**config.mk**
```make
export PLATFORM = sky130hd
export DESIGN_NAME = two_switch_min_deviation_scorer
export DESIGN_NICKNAME = d
export VERILOG_FILES = /design/src/rtl/tsmd_pkg.sv /design/src/rtl/two_switch_min_deviation_scorer.sv /design/src/rtl/tsmd_front.sv /design/src/rtl/tsmd_core.sv
export SDC_FILE = /design/constraint.sdc
export NUM_CORES = 1
export LEC_CHECK = 0
export ABC_AREA = 0
export BUFFER_PORTS_ARGS = -buffer_cell sky130_fd_sc_hd__buf_4
export CAP_MARGIN = 40
export CORE_MARGIN = 10
export CORE_UTILIZATION = 60
export DETAILED_ROUTE_END_ITERATION = 7
export PLACE_DENSITY = 0.85
export SYNTH_ARGS = -nofsm -noshare
export SYNTH_HDL_FRONTEND = slang
export SYNTH_HIERARCHICAL = 1
export SYNTH_SLANG_ARGS = --single-unit
```
**constraint.sdc**
```tcl
create_clock -name clk -period 8.6 [get_ports clk]
set_clock_uncertainty 0.1 [all_clocks]
set_input_delay 0.86 -clock clk [delete_from_list [all_inputs] [get_ports clk]]
set_output_delay 0.86 -clock clk [all_outputs]
set_load 0.03 [all_outputs]
```
**src/rtl/tsmd_pkg.sv**
```systemverilog
// ----------------------------------------------------------------------------
// Two-switch minimum deviation scorer: package
// Widths, codes, the item and result records and the saturating add.
// ----------------------------------------------------------------------------
package tsmd_pkg;

  localparam int MAX_PERIODS = 16;
  localparam int PIDX_W      = $clog2(MAX_PERIODS);
  localparam int VAL_W       = 12;
  localparam int DEV_W       = 12;
  localparam int COST_W      = 16;
  localparam int PER_W       = 4;
  localparam int SW_W        = 2;
  localparam int IN_TDATA_W  = 24;
  localparam int OUT_TDATA_W = 32;

  localparam logic [SW_W-1:0] SW_STAY = 2'd0;
  localparam logic [SW_W-1:0] SW_ONE  = 2'd1;
  localparam logic [SW_W-1:0] SW_TWO  = 2'd2;

  // one period after the front stage: both deviations and the end mark
  typedef struct packed {
    logic [DEV_W-1:0] dev_a;
    logic [DEV_W-1:0] dev_b;
    logic             last;
  } tsmd_item_t;

  // packed so that total_deviation sits in the low bits
  typedef struct packed {
    logic [PER_W-1:0]  return_period;
    logic [PER_W-1:0]  leave_period;
    logic [SW_W-1:0]   switches_used;
    logic [COST_W-1:0] total_deviation;
  } tsmd_result_t;

  localparam int RES_W = $bits(tsmd_result_t);

  function automatic logic [COST_W-1:0] sat_add(input logic [COST_W-1:0] x,
                                                input logic [DEV_W-1:0]  d);
    logic [COST_W:0] s;
    s = {1'b0, x} + (COST_W + 1)'(d);
    return s[COST_W] ? {COST_W{1'b1}} : s[COST_W-1:0];
  endfunction

endpackage

```
**src/rtl/two_switch_min_deviation_scorer.sv**
```systemverilog
// ----------------------------------------------------------------------------
// Two-switch minimum deviation scorer: top level
// Streams period pairs in and reports the best stay / leave / return plan.
// ----------------------------------------------------------------------------
// Takes one period per clock (value_a, value_b, tlast on the final period)
// while no unread result blocks a final period. The front stage registers
// both absolute deviations from target_value; the core then updates the three
// plan costs and registers the plan once the final period leaves the front
// register. A series ends on tlast or after 16 periods, whichever comes first.
// Write target_value only while the block is idle.
// ----------------------------------------------------------------------------
module two_switch_min_deviation_scorer (
  input  logic                              clk,
  input  logic                              rst_n,
  input  logic                              cfg_valid,
  output logic                              cfg_ready,
  input  logic [tsmd_pkg::VAL_W-1:0]        cfg_data,   // target_value
  input  logic                              in_tvalid,
  output logic                              in_tready,
  input  logic [tsmd_pkg::IN_TDATA_W-1:0]   in_tdata,   // value_a, value_b
  input  logic                              in_tlast,   // period_last
  output logic                              out_tvalid,
  input  logic                              out_tready,
  // total_deviation, switches_used, leave_period, return_period, zero pad
  output logic [tsmd_pkg::OUT_TDATA_W-1:0]  out_tdata
);
  import tsmd_pkg::*;

  logic         item_valid, item_ready;
  tsmd_item_t   item;
  tsmd_result_t res;

  assign cfg_ready = 1'b1;

  tsmd_front u_front (
    .clk        (clk),
    .rst_n      (rst_n),
    .cfg_valid  (cfg_valid),
    .cfg_data   (cfg_data),
    .in_tvalid  (in_tvalid),
    .in_tready  (in_tready),
    .in_tdata   (in_tdata),
    .in_tlast   (in_tlast),
    .item_valid (item_valid),
    .item       (item),
    .item_ready (item_ready)
  );

  tsmd_core u_core (
    .clk        (clk),
    .rst_n      (rst_n),
    .item_valid (item_valid),
    .item       (item),
    .item_ready (item_ready),
    .res_valid  (out_tvalid),
    .res        (res),
    .res_ready  (out_tready)
  );

  assign out_tdata = {(OUT_TDATA_W - RES_W)'(0), res};

endmodule

```
**src/rtl/tsmd_front.sv**
```systemverilog
// ----------------------------------------------------------------------------
// Two-switch minimum deviation scorer: front stage
// Holds the target register and registers both absolute deviations of a period.
// ----------------------------------------------------------------------------
module tsmd_front (
  input  logic                         clk,
  input  logic                         rst_n,
  input  logic                         cfg_valid,
  input  logic [tsmd_pkg::VAL_W-1:0]   cfg_data,
  input  logic                         in_tvalid,
  output logic                         in_tready,
  input  logic [tsmd_pkg::IN_TDATA_W-1:0] in_tdata,
  input  logic                         in_tlast,
  output logic                         item_valid,
  output tsmd_pkg::tsmd_item_t         item,
  input  logic                         item_ready
);
  import tsmd_pkg::*;

  logic [VAL_W-1:0] target_r;
  logic             v_r;
  tsmd_item_t       item_r;
  tsmd_item_t       item_nxt;

  function automatic logic [DEV_W-1:0] abs_dev(input logic [VAL_W-1:0] v,
                                               input logic [VAL_W-1:0] t);
    logic signed [VAL_W:0] d;
    d = $signed({v[VAL_W-1], v}) - $signed({t[VAL_W-1], t});
    return d[VAL_W] ? DEV_W'(-d) : DEV_W'(d);
  endfunction

  assign in_tready = !v_r || item_ready;

  always_comb begin
    item_nxt.dev_a = abs_dev(in_tdata[VAL_W-1:0], target_r);
    item_nxt.dev_b = abs_dev(in_tdata[2*VAL_W-1:VAL_W], target_r);
    item_nxt.last  = in_tlast;
  end

  always_ff @(posedge clk) begin
    if (!rst_n) begin
      target_r <= VAL_W'(700);
      v_r      <= 1'b0;
    end else begin
      if (cfg_valid) target_r <= cfg_data;
      if (in_tready) v_r <= in_tvalid;
    end
  end

  always_ff @(posedge clk) begin
    if (in_tvalid && in_tready) item_r <= item_nxt;
  end

  assign item_valid = v_r;
  assign item       = item_r;

endmodule

```
**src/rtl/tsmd_core.sv**
```systemverilog
// ----------------------------------------------------------------------------
// Two-switch minimum deviation scorer: accumulator core
// Updates the three plan costs per period and registers the best plan at the end.
// ----------------------------------------------------------------------------
module tsmd_core (
  input  logic                     clk,
  input  logic                     rst_n,
  input  logic                     item_valid,
  input  tsmd_pkg::tsmd_item_t     item,
  output logic                     item_ready,
  output logic                     res_valid,
  output tsmd_pkg::tsmd_result_t   res,
  input  logic                     res_ready
);
  import tsmd_pkg::*;

  logic [COST_W-1:0] cost_stay_r, cost_away_r, cost_back_r;
  logic [COST_W-1:0] cost_stay_nxt, cost_away_nxt, cost_back_nxt;
  logic              away_valid_r, back_valid_r, back_valid_nxt;
  logic [PIDX_W-1:0] away_leave_r, back_leave_r, back_return_r, idx_r;
  logic [PIDX_W-1:0] away_leave_nxt, back_leave_nxt, back_return_nxt;
  logic              away_keep, back_keep, pick_back, last_eff, step;
  logic              out_v_r;
  tsmd_result_t      res_r, res_nxt;

  assign last_eff   = item.last || (idx_r == PIDX_W'(MAX_PERIODS - 1));
  assign item_ready = !last_eff || !out_v_r || res_ready;
  assign step       = item_valid && item_ready;

  always_comb begin
    cost_stay_nxt = sat_add(cost_stay_r, item.dev_a);

    // stay in B unless leaving A now is strictly cheaper
    away_keep = away_valid_r && (cost_away_r <= cost_stay_r);
    if (away_keep) begin
      cost_away_nxt  = sat_add(cost_away_r, item.dev_b);
      away_leave_nxt = away_leave_r;
    end else begin
      cost_away_nxt  = sat_add(cost_stay_r, item.dev_b);
      away_leave_nxt = idx_r;
    end

    back_keep = back_valid_r && (!away_valid_r || cost_back_r < cost_away_r ||
                (cost_back_r == cost_away_r && back_leave_r <= away_leave_r));
    cost_back_nxt   = cost_back_r;
    back_leave_nxt  = back_leave_r;
    back_return_nxt = back_return_r;
    if (back_keep) begin
      cost_back_nxt = sat_add(cost_back_r, item.dev_a);
    end else if (away_valid_r) begin
      cost_back_nxt   = sat_add(cost_away_r, item.dev_a);
      back_leave_nxt  = away_leave_r;
      back_return_nxt = idx_r;
    end
    back_valid_nxt = back_valid_r || away_valid_r;

    // final pick over the updated costs; stay wins every tie
    pick_back = back_valid_nxt && (cost_back_nxt < cost_away_nxt ||
                (cost_back_nxt == cost_away_nxt && back_leave_nxt < away_leave_nxt));
    if (cost_stay_nxt <= (pick_back ? cost_back_nxt : cost_away_nxt)) begin
      res_nxt.total_deviation = cost_stay_nxt;
      res_nxt.switches_used   = SW_STAY;
      res_nxt.leave_period    = '0;
      res_nxt.return_period   = '0;
    end else if (pick_back) begin
      res_nxt.total_deviation = cost_back_nxt;
      res_nxt.switches_used   = SW_TWO;
      res_nxt.leave_period    = PER_W'(back_leave_nxt);
      res_nxt.return_period   = PER_W'(back_return_nxt);
    end else begin
      res_nxt.total_deviation = cost_away_nxt;
      res_nxt.switches_used   = SW_ONE;
      res_nxt.leave_period    = PER_W'(away_leave_nxt);
      res_nxt.return_period   = '0;
    end
  end

  always_ff @(posedge clk) begin
    if (!rst_n) begin
      cost_stay_r   <= '0;
      cost_away_r   <= '0;
      cost_back_r   <= '0;
      away_valid_r  <= 1'b0;
      back_valid_r  <= 1'b0;
      away_leave_r  <= '0;
      back_leave_r  <= '0;
      back_return_r <= '0;
      idx_r         <= '0;
      out_v_r       <= 1'b0;
    end else begin
      if (step && last_eff) begin
        cost_stay_r   <= '0;
        cost_away_r   <= '0;
        cost_back_r   <= '0;
        away_valid_r  <= 1'b0;
        back_valid_r  <= 1'b0;
        away_leave_r  <= '0;
        back_leave_r  <= '0;
        back_return_r <= '0;
        idx_r         <= '0;
      end else if (step) begin
        cost_stay_r   <= cost_stay_nxt;
        cost_away_r   <= cost_away_nxt;
        cost_back_r   <= cost_back_nxt;
        away_valid_r  <= 1'b1;
        back_valid_r  <= back_valid_nxt;
        away_leave_r  <= away_leave_nxt;
        back_leave_r  <= back_leave_nxt;
        back_return_r <= back_return_nxt;
        idx_r         <= idx_r + 1'b1;
      end
      if (step && last_eff) out_v_r <= 1'b1;
      else if (res_ready)   out_v_r <= 1'b0;
    end
  end

  always_ff @(posedge clk) begin
    if (step && last_eff) res_r <= res_nxt;
  end

  assign res_valid = out_v_r;
  assign res       = res_r;

endmodule

```
==> results of run 1 <==
sequential cells by signal, indices dropped and copies added, names as in the netlist, 4 cells and up:
signal,count
u_core/away_leave_r,4
u_core/back_leave_r,4
u_core/back_return_r,4
u_core/cost_away_r,16
u_core/cost_back_r,16
u_core/cost_stay_r,16
u_core/idx_r,4
u_core/res,26
u_front/item,25
u_front/target_r,12
worst max path at each step:
stage,start,endpoint
3_5_place_dp,u_front/item[13],u_core/res[23]
4_1_cts,u_front/item[13],u_core/res[23]
5_1_grt,u_front/item[13],u_core/res[23]
6_report,u_front/item[13],u_core/res[23]
3_3_place_gp,u_core/cost_stay_r[12],u_core/res[25]
2_1_floorplan,u_front/item[1],u_core/res[16]
synthesized netlist by cell type, drive strengths merged (4+ instances only):
cell type,number
a2111oi,4
a211oi,43
a21boi,6
a21o,26
a21oi,120
a2bb2oi,4
a31oi,9
and2,9
and4,4
buf,24
clkbuf,29
dfxtp,80
edfxtp,51
fa,7
ha,158
inv,107
mux2,5
mux2i,52
nand2,137
nand2b,18
nand3,37
nand4,16
nor2,134
nor2b,25
nor3,30
nor4,4
o2111ai,8
o211a,4
o211ai,17
o21a,17
o21ai,59
o21bai,6
o221ai,4
o22a,11
o22ai,16
o31ai,5
or2,10
or3,8
xnor2,61
xor2,25
routing by layer:
metal	vias up	share of wire	global-route usage
met3	122	0.073	0.0430
li1	5277	-	-
met1	5128	0.41	0.316
met4	0	0.051	0.136
met2	530	0.46	0.433
met5	-	0	0
where the power goes:
| group | total [mW] | internal, mW | switching [mW] |
|---|---|---|---|
| clock | 0.752 | 0.464 | 0.288 |
| combinational | 1.38 | 0.556 | 0.823 |
| sequential | 0.814 | 0.735 | 0.0789 |
stage by stage:
| stage | cells | setup slack (ns) |
|---|---|---|
| 2_1_floorplan | 1436 | 2.08 |
| 3_3_place_gp | 1731 | 0.821 |
| 3_5_place_dp | 1733 | 0.894 |
| 4_1_cts | 1765 | 0.736 |
| 5_1_grt | 1765 | 0.0267 |
| 6_report | 1765 | 0.553 |
logic make-up after synthesis:
| family | share of synthesized area |
|---|---|
| AND/OR/NAND/NOR | 0.173 |
| AO/OA/AOI/OAI | 0.222 |
| adder cells (fa/ha/maj) | 0.177 |
| buffers and inverters | 0.0550 |
| flip-flops | 0.261 |
| XOR/XNOR | 0.0641 |
| multiplexers | 0.0481 |
| other | 0.000626 |
cell type report:
cell class / instances / area, µm² / share of cell area
clock buffer: 25 / 571 / 0.0426
clock inverter: 7 / 53.8 / 0.00402
inverter: 107 / 402 / 0.0300
multi-input combinational: 1145 / 8230 / 0.615
sequential: 131 / 3130 / 0.234
tap: 265 / 332 / 0.0248
timing repair buffer: 85 / 658 / 0.0492
critical path: cells and delay by family, from the launching register on:
kind	cells	cell delay, ns
adders and majority gates	4	1.28
DFF	1	0.45
buffers and inverters	3	0.80
and+or+nand+nor	8	1.53
AOI/OAI and AO/OA	15	3.34
muxes	1	0.28
==> results.md, run 1 <==
* Clock Pin Slew Worst Setup and Hold Paths at 0.06 ns
* Post-synth ARST share at 0
* Main synth FF type: dfxtp_1
* DRT Wirelength at 34700 µm
* Nets at 1694
* R2r worst-path depth at 31
* Post-synth EDFFs at 51
* Period utilisation layout at 0.936
* CORE AREA at 19600 µm²
* Gr usage total at 0.260
* Worst reg2reg startpoint: u_front/item[13]
* Final Hold Vio Count at 0
* I/O Buffers at 69
* RD Place Congestion at 1.10
* IO Pins at 77
* FF-to-FF End: u_core/res[23]
* Post-synthesis sequential area ratio at 0.261
* Vias post-DR at 11100
* Synth top area share at 0.165
* Die height at 161 µm
* Post-DRT Antenna Nets at 0
* Worst hold path cell count at 2
* Design area at 13400 µm²
* Synth unique cells at 90
* Initial antenna violation count at 0
* Slew @ Worst Pin at 0.897 ns
* TNS Setup at 0 ns
* Status: finished, final reports clean
* Post-CTS Resized at 0
* Static Leak at 5.94 nW
* Remaining Overflow, GRT at 0
* Filler cells at 1604
* WP data required at 8.68 ns
* RSZ-0062 raised after global routing: no
* Tightest Hold Check Type: reg2reg
* Cells after Synth at 1431
* Die area at 26000 µm²
* Area leader, netlist: ha_1
* Post-layout min period at 8.05 ns
* Critical Path AT at 8.12 ns
* DRC at 0
* Post-CTS Setup Bufs at 0
* Fmax at 124 MHz
* Relative slew slack at 0.387
* Register bit count reported by yosys at 131
* Setup violators final at 0
* Max-cap violations at 0
* YS warnings at 6
* Synth area leaders: ha_1 16%, dfxtp_1 13%, edfxtp_1 13%, a21oi_1 4.8%, xnor2_1 4.4%
* Clock Tree Root: clkbuf_16
* CP max FO at 20
* Placed instance area at 12800 µm²
* Max-slew violation count at 0
* Post-layout util at 0.683
* Max IR drop VDD at 143 µV
* Most frequent cells in the layout: 158 x ha_1, 135 x nand2_1, 134 x nor2_1, 116 x a21oi_1, 107 x inv_1
* Hold Slack at 0.397 ns
* Max stage delay on crit path at 0.48 ns
* Row Count at 51
* Startpoint types: register
* DP HPWL at 26800 µm
* CTS tree: built
* CTS sink cnt at 131
* Hold path endpoint: u_core/cost_away_r[14]
* Slowest-stage cell, CP: o21ai_4
* Drt wl/cell at 19.7 µm
* Area Growth Syn to Fin at 11.5%
* H-Tree Depth at 4
* Share of layout cells above drive strength 1 at 0.109
* Vias in the first global route at 10700
* Post-Syn Area at 12000 µm²
* Maximum clock path buffer count at 2
* Setup Crit Path Kind: reg2reg
* Mapped Avg Cell Area at 8.38 µm²
* Largest net degree at the start of global routing at 79
* DRT Pass-1 Iters at 6
* Diodes inserted at 0
* DIE WIDTH at 161 µm
* Commonest non-fill, non-tap cell in the layout: ha_1
* Num CTS Buffers at 17
* Crit end category: register
* Overall power at 2.94 mW
* Initial Utilization at 0.612
* Cts hold-fix bufs at 0
* DR vias/cell at 6.26
* R2R Setup Slk at 0.55 ns
* Clk_lat worst skew at 0.43 ns
* First-pass GRT wire length at 54900 µm
* Initial drt markers at 1020
* Pwr Density at 220 nW/µm²
* Min-Delay Startpoint: u_core/cost_away_r[14]
No activity file was read; power rests on OpenSTA's default activity.
==> run 2: changes to the inputs <==
Settings changed: MAX_ROUTING_LAYER set to met4.
==> run 2 against run 1 <==
Net effect:
- die area unchanged
- critical path depth did not move
- utilization increased by 0.34 points
- largest power group unchanged
- highest routed layer unchanged
==> results.md, run 2 (synthesized netlist as in run 1, its figures left out) <==
* Status: finished, final reports clean
* Setup Crit Path Kind: reg2reg
* First-pass GRT wire length at 55600 µm (+1.2%)
* Register area at 3130 µm² (unchanged)
* Crit end category: register
* Gr usage total at 0.270 (+0.0102)
* Setup violators final at 0 (unchanged)
* CP max FO at 24 (+20%)
* DRC at 0 (unchanged)
* DP HPWL at 27200 µm (+1.3%)
* Relative slew slack at 0.370 (-0.0164)
* Post-DRT Antenna Nets at 0 (unchanged)
* CTS tree: built
* Diodes inserted at 0 (unchanged)
* Num CTS Buffers at 17 (unchanged)
* Die height at 161 µm (unchanged)
* Final Hold Vio Count at 0 (unchanged)
* Clk_lat worst skew at 0.43 ns (about the same)
* Placed insts at 1737 (+0.23%)
* Initial Utilization at 0.612 (unchanged)
* Initial drt markers at 1051 (+3.0%)
* CTS sink cnt at 131 (unchanged)
* Vias post-DR at 11100 (+0.32%)
* Post-layout util at 0.686 (+0.00338)
* Max-slew violation count at 0 (unchanged)
* Post-CTS Resized at 0 (unchanged)
* Clock Pin Slew Worst Setup and Hold Paths at 0.07 ns (about the same)
* Vias in the first global route at 10800 (+0.85%)
* Remaining Overflow, GRT at 0 (unchanged)
* Max stage delay on crit path at 0.47 ns (about the same)
* DR vias/cell at 6.27 (about the same)
* CP most frequent cell: a21oi_1
* Largest net degree at the start of global routing at 79 (unchanged)
* Area Growth Syn to Fin at 12.1%
* I/O Buffers at 69 (unchanged)
* Initial antenna violation count at 0 (unchanged)
* Slew @ Worst Pin at 0.945 ns (+0.0478 ns)
* Post-CTS Setup Bufs at 0 (unchanged)
* Post-layout min period at 8.09 ns (+0.0416 ns)
* Area of the multi-input gates at 8230 µm² (unchanged)
* Fmax at 124 MHz (-0.51%)
* IO Pins at 77 (unchanged)
* Die area at 26000 µm² (unchanged)
* Critical Path AT at 8.17 ns (+0.05 ns)
* Max-cap violations at 0 (unchanged)
* Max FFs per register at 26 (unchanged)
* CORE AREA at 19600 µm² (unchanged)
* H-Tree Depth at 4 (unchanged)
* DIE WIDTH at 161 µm (unchanged)
* TNS Setup at 0 ns (unchanged)
* Static Leak at 5.98 nW (+0.68%)
* Pwr Density at 225 nW/µm² (+2.1%)
* RD Place Congestion at 1.05 (-4.4%)
* Most frequent cells in the layout: 158 x ha_1, 135 x nand2_1, 134 x nor2_1, 116 x a21oi_1, 107 x inv_1
* Tightest Hold Check Type: reg2reg
* Filler cells at 1603 (-0.062%)
* WP data required at 8.68 ns (about the same)
* Period utilisation layout at 0.941 (+0.00483)
* Commonest non-fill, non-tap cell in the layout: ha_1
* Row Count at 51 (unchanged)
* Share of layout cells above drive strength 1 at 0.112 (+0.00303)
* Slowest-stage cell, CP: o21ai_4
* Nets at 1698 (+0.24%)
* Drt wl/cell at 19.7 µm (+0.25%)
* Cts hold-fix bufs at 0 (unchanged)
* DRT Pass-1 Iters at 6 (unchanged)
* Post-Layout Cell Count at 1769 (+0.23%)
* Maximum clock path buffer count at 2 (unchanged)
* Max IR drop VDD at 187 µV (+31%)
* DRT Wirelength at 34900 µm (+0.48%)
* Clock Tree Root: clkbuf_16
* Startpoint types: register
* RSZ-0062 raised after global routing: no
[run 2: changes by cell type in the layout (fill, tap and decap cells not counted)]
cell        previous run  this run
buf_4                 84        88
bufinv_16              0         3
clkbuf_1               1         0
clkbuf_16             21        19
clkbuf_8               3         0
clkinv_2               1         0
clkinv_4               2         3
clkinvlp_4             1         0
inv_4                  1         0
inv_6                  2         4
inv_8                  0         3
[run 2: through the flow]
stage / setup slack [ns] / hold slack, ns / power, mW / cell area [µm²]
CTS: 0.796 / 0.402 / 2.99 / 13400
finish: 0.511 / 0.405 / 3.02 / 13400
detailed placement: 0.832 / 0.386 / 2.16 / 12800
global placement: 0.859 / 0.372 / 2.12 / 12700
global route: 0.0119 / 0.434 / 3.18 / 13400
floorplan: 2.08 / 0.353 / 1.81 / 12000
[run 2: path summary, 6_finish.rpt]
check	start	slack [ns]	endpoint	cells past startpoint
max	u_front/item[13]	0.51	u_core/res[24]	31
min	u_core/cost_away_r[14]	0.41	u_core/cost_away_r[14]	2
min reg2reg	u_core/cost_away_r[14]	0.41	u_core/cost_away_r[14]	2
max reg2reg	u_front/item[13]	0.51	u_core/res[24]	31
[run 2: cell type report]
type	instances	share of cell area
Clock buffer	19	0.0354
Clock inverter	13	0.0138
Inverter	107	0.0299
Multi-Input combinational cell	1145	0.612
Sequential cell	131	0.233
Tap cell	265	0.0247
Timing Repair Buffer	89	0.0512
[run 2: routing by layer]
metal | share of wire | vias up | GRT usage
li1 | - | 5300 | -
met1 | 0.40 | 5092 | 0.313
met2 | 0.47 | 572 | 0.440
met3 | 0.082 | 128 | 0.0549
met4 | 0.049 | 0 | 0.132
met5 | 0 | - | -
[run 2: where the power goes]
part | switching [mW] | total (mW) | internal [mW] | leakage [nW]
clock network | 0.320 | 0.822 | 0.503 | 0.325
logic | 0.827 | 1.39 | 0.559 | 4.51
registers | 0.0783 | 0.813 | 0.734 | 1.14
total | 1.22 | 3.02 | 1.80 | 5.98
[run 2: worst max-delay path, delay by kind of cell, from the launching register on]
family | cells | cell delay [ns]
buf+inv | 3 | 0.75
simple gates | 8 | 1.55
mux | 1 | 0.36
flops | 1 | 0.46
compound gates | 15 | 3.29
fa+ha+maj | 4 | 1.31
==> run 3: changes to the inputs <==
Settings changed: CORE_UTILIZATION 60 to 57.
Clock period 8.6 ns to 6.7 ns, I/O delays scaled along.
==> run 3 against run 2 <==
Net effect:
- the run now ends with negative setup slack left
- worst setup slack lost 0.54 ns
- power is 47% higher
- non-clock buffer count up 177
- via count grew 10%
- sequential power grew 25%
- cell count is 11% higher
- combinational power is 79% higher
- global-route usage is 2.4 points higher
- sequential share of layout area is 3.0 points lower
- register-to-register slack worse by 0.54 ns
- sequential cell count stayed put
- largest cell class unchanged
==> results.md, run 3 (synthesized netlist as in run 1, its figures left out) <==
* Setup Crit Path Kind: reg2reg
* RD Place Congestion at 1.03 (-2.6%)
* Most frequent cells in the layout: 252 x buf_4, 145 x ha_1, 133 x nand2_1, 132 x nor2_1
* Slowest-stage cell, CP: dfxtp_2
* Initial Utilization at 0.574 (-0.0381)
* Row Count at 53 (+3.9%)
* Crit-path leading delay family: compound AO/OA/AOI/OAI gates
* Slew @ Worst Pin at 0.843 ns (-0.102 ns)
* Max FFs per register at 26 (unchanged)
* Tightest Hold Check Type: in2reg
* Critical Path End: u_core/res[2]
* CTS tree: built
* H-Tree Depth at 4 (unchanged)
* Area Growth Syn to Fin at 28.9%
* Post-DRT Antenna Nets at 0 (unchanged)
* Vias post-DR at 12200 (+10%)
* DRT Pass-1 Iters at 5 (-1)
* CORE AREA at 20900 µm² (+6.6%)
* TNS Setup at -0.0318 ns (-0.0318 ns)
* R2r worst-path depth at 29 (-6.5%)
* Placed insts at 1896 (+9.2%)
* Diodes inserted at 0 (unchanged)
* Die height at 165 µm (+2.3%)
* Crit end category: register
* Initial antenna violation count at 0 (unchanged)
* Failing checks: negative setup slack
* Gr usage total at 0.294 (+0.0239)
* Status: finished, violations left
* DP HPWL at 30800 µm (+13%)
* First-pass GRT wire length at 61500 µm (+11%)
* Worst reg2reg startpoint: u_core/cost_stay_r[1]
* Setup violators final at 1 (+1)
* Largest net degree at the start of global routing at 67 (-15%)
* Max IR drop VDD at 166 µV (-11%)
* CP startpoint: u_core/cost_stay_r[1]
* WP data required at 6.84 ns (-1.84 ns)
* Overall power at 4.44 mW (+47%)
* Critical Path AT at 6.87 ns (-1.30 ns)
* DR vias/cell at 6.24 (-0.42%)
* I/O Buffers at 69 (unchanged)
* DRT Wirelength at 41100 µm (+18%)
* Buf/Inv on CP at 7 (+4)
* Remaining Overflow, GRT at 0 (unchanged)
* R2R Setup Slk at -0.03 ns (-0.54 ns)
* Relative slew slack at 0.438 (+0.0680)
* Maximum clock path buffer count at 2 (unchanged)
* Vias in the first global route at 11900 (+9.7%)
* Post-layout min period at 6.73 ns (-1.36 ns)
* Final Hold Vio Count at 0 (unchanged)
* DIE WIDTH at 165 µm (+2.3%)
* FF-to-FF End: u_core/res[2]
* Startpoint types: register
* CP max FO at 10 (-58%)
* Static Leak at 6.87 nW (+15%)
* Nets at 1877 (+11%)
* Fmax at 149 MHz (+20%)
* Clock Tree Root: clkbuf_16
* DRC at 0 (unchanged)
* Num CTS Buffers at 17 (unchanged)
* Max-cap violations at 0 (unchanged)
* Share of layout cells above drive strength 1 at 0.260 (+0.147)
* Initial drt markers at 1161 (+10%)
* Cts hold-fix bufs at 0 (unchanged)
* Clock Pin Slew Worst Setup and Hold Paths at 0.06 ns (about the same)
* Drt wl/cell at 21.0 µm (+6.3%)
* Worst setup margin at -0.0318 ns (-0.543 ns)
* Clk_lat worst skew at 0.43 ns (about the same)
* Die area at 27200 µm² (+4.6%)
* Pwr Density at 287 nW/µm² (+28%)
* Post-Layout Cell Count at 1958 (+11%)
* IO Pins at 77 (unchanged)
* Period utilisation layout at 1.00 (+0.0642)
* CTS sink cnt at 131 (unchanged)
* Instance count on the critical path at 29 (-6.5%)
* Max stage delay on crit path at 0.41 ns (-0.06 ns)
* Max-slew violation count at 0 (unchanged)
* Setup WS pre-CTS at -0.328 ns (-1.16 ns)
* Commonest non-fill, non-tap cell in the layout: buf_4
run 3: cell types whose count changed in the layout (fill, tap and decap cells not counted), sizes merged:
| cell | delta |
|---|---|
| buf | +175 |
| clkinv | +5 |
| inv | -3 |
| bufinv | -2 |
| clkbuf | +2 |
| o211ai | +1 |
| o221ai | +1 |
run 3: what timing repair did:
item / in CTS / in global routing
pin swaps: 13 / 60
gates cloned: 1 / 3
resized for setup: 17 / 122
setup endpoints to repair: 26 / 26
endpoints found under the hold margin: 0 / 0
buffers inserted: 3 / 23
run 3: report_power, final:
group	total (mW)	internal (mW)	switching, mW
Combinational	2.49	1.13	1.36
Clock	0.935	0.538	0.397
Sequential	1.02	0.943	0.0737
Total	4.44	2.61	1.83
run 3: layout make-up:
type / count / area (µm²)
fillers: 1539 / 5420
clock inverters: 13 / 123
clock buffers: 19 / 454
flip-flops and latches: 131 / 3140
repair buffers: 266 / 2130
inverters: 107 / 402
well taps: 275 / 344
multi-input cells: 1147 / 8880
run 3: worst min-delay path by stage:
stage / startpoint / endpoint / depth (start not counted)
after detailed placement: u_core/back_return_r[0] / u_core/back_return_r[0] / 2
after global routing: in_tlast / u_front/item[0] / 1
final: in_tlast / u_front/item[0] / 1
after floorplan: u_core/cost_away_r[14] / u_core/cost_away_r[14] / 2
after global placement: u_core/back_return_r[2] / u_core/back_return_r[2] / 2
after CTS: in_tlast / u_front/item[0] / 1
run 3: per-layer routing:
metal,GRT usage,part of all wire,vias up
met5,-,0,-
met4,0.186,0.074,0
met3,0.0454,0.078,206
met2,0.477,0.46,668
met1,0.335,0.39,5691
li1,-,-,5661
run 3: worst register-to-register path: cells and delay by family (launching register included):
kind	cells	cell delay, ns
AO/OA/AOI/OAI	11	2.58
AND/OR/NAND/NOR	6	1.05
buffers and inverters	7	1.00
adder cells (fa/ha/maj)	3	0.87
multiplexers	2	0.53
flip-flops	1	0.41
run 3: metrics by stage:
stage	utilization	hold slack, ns	area, µm²
after floorplan	-	0.353	12000
after global placement	0.665	0.376	13900
after detailed placement	0.668	0.387	13900
after CTS	0.701	0.328	14700
after global routing	0.740	0.335	15500
final	0.740	0.340	15500
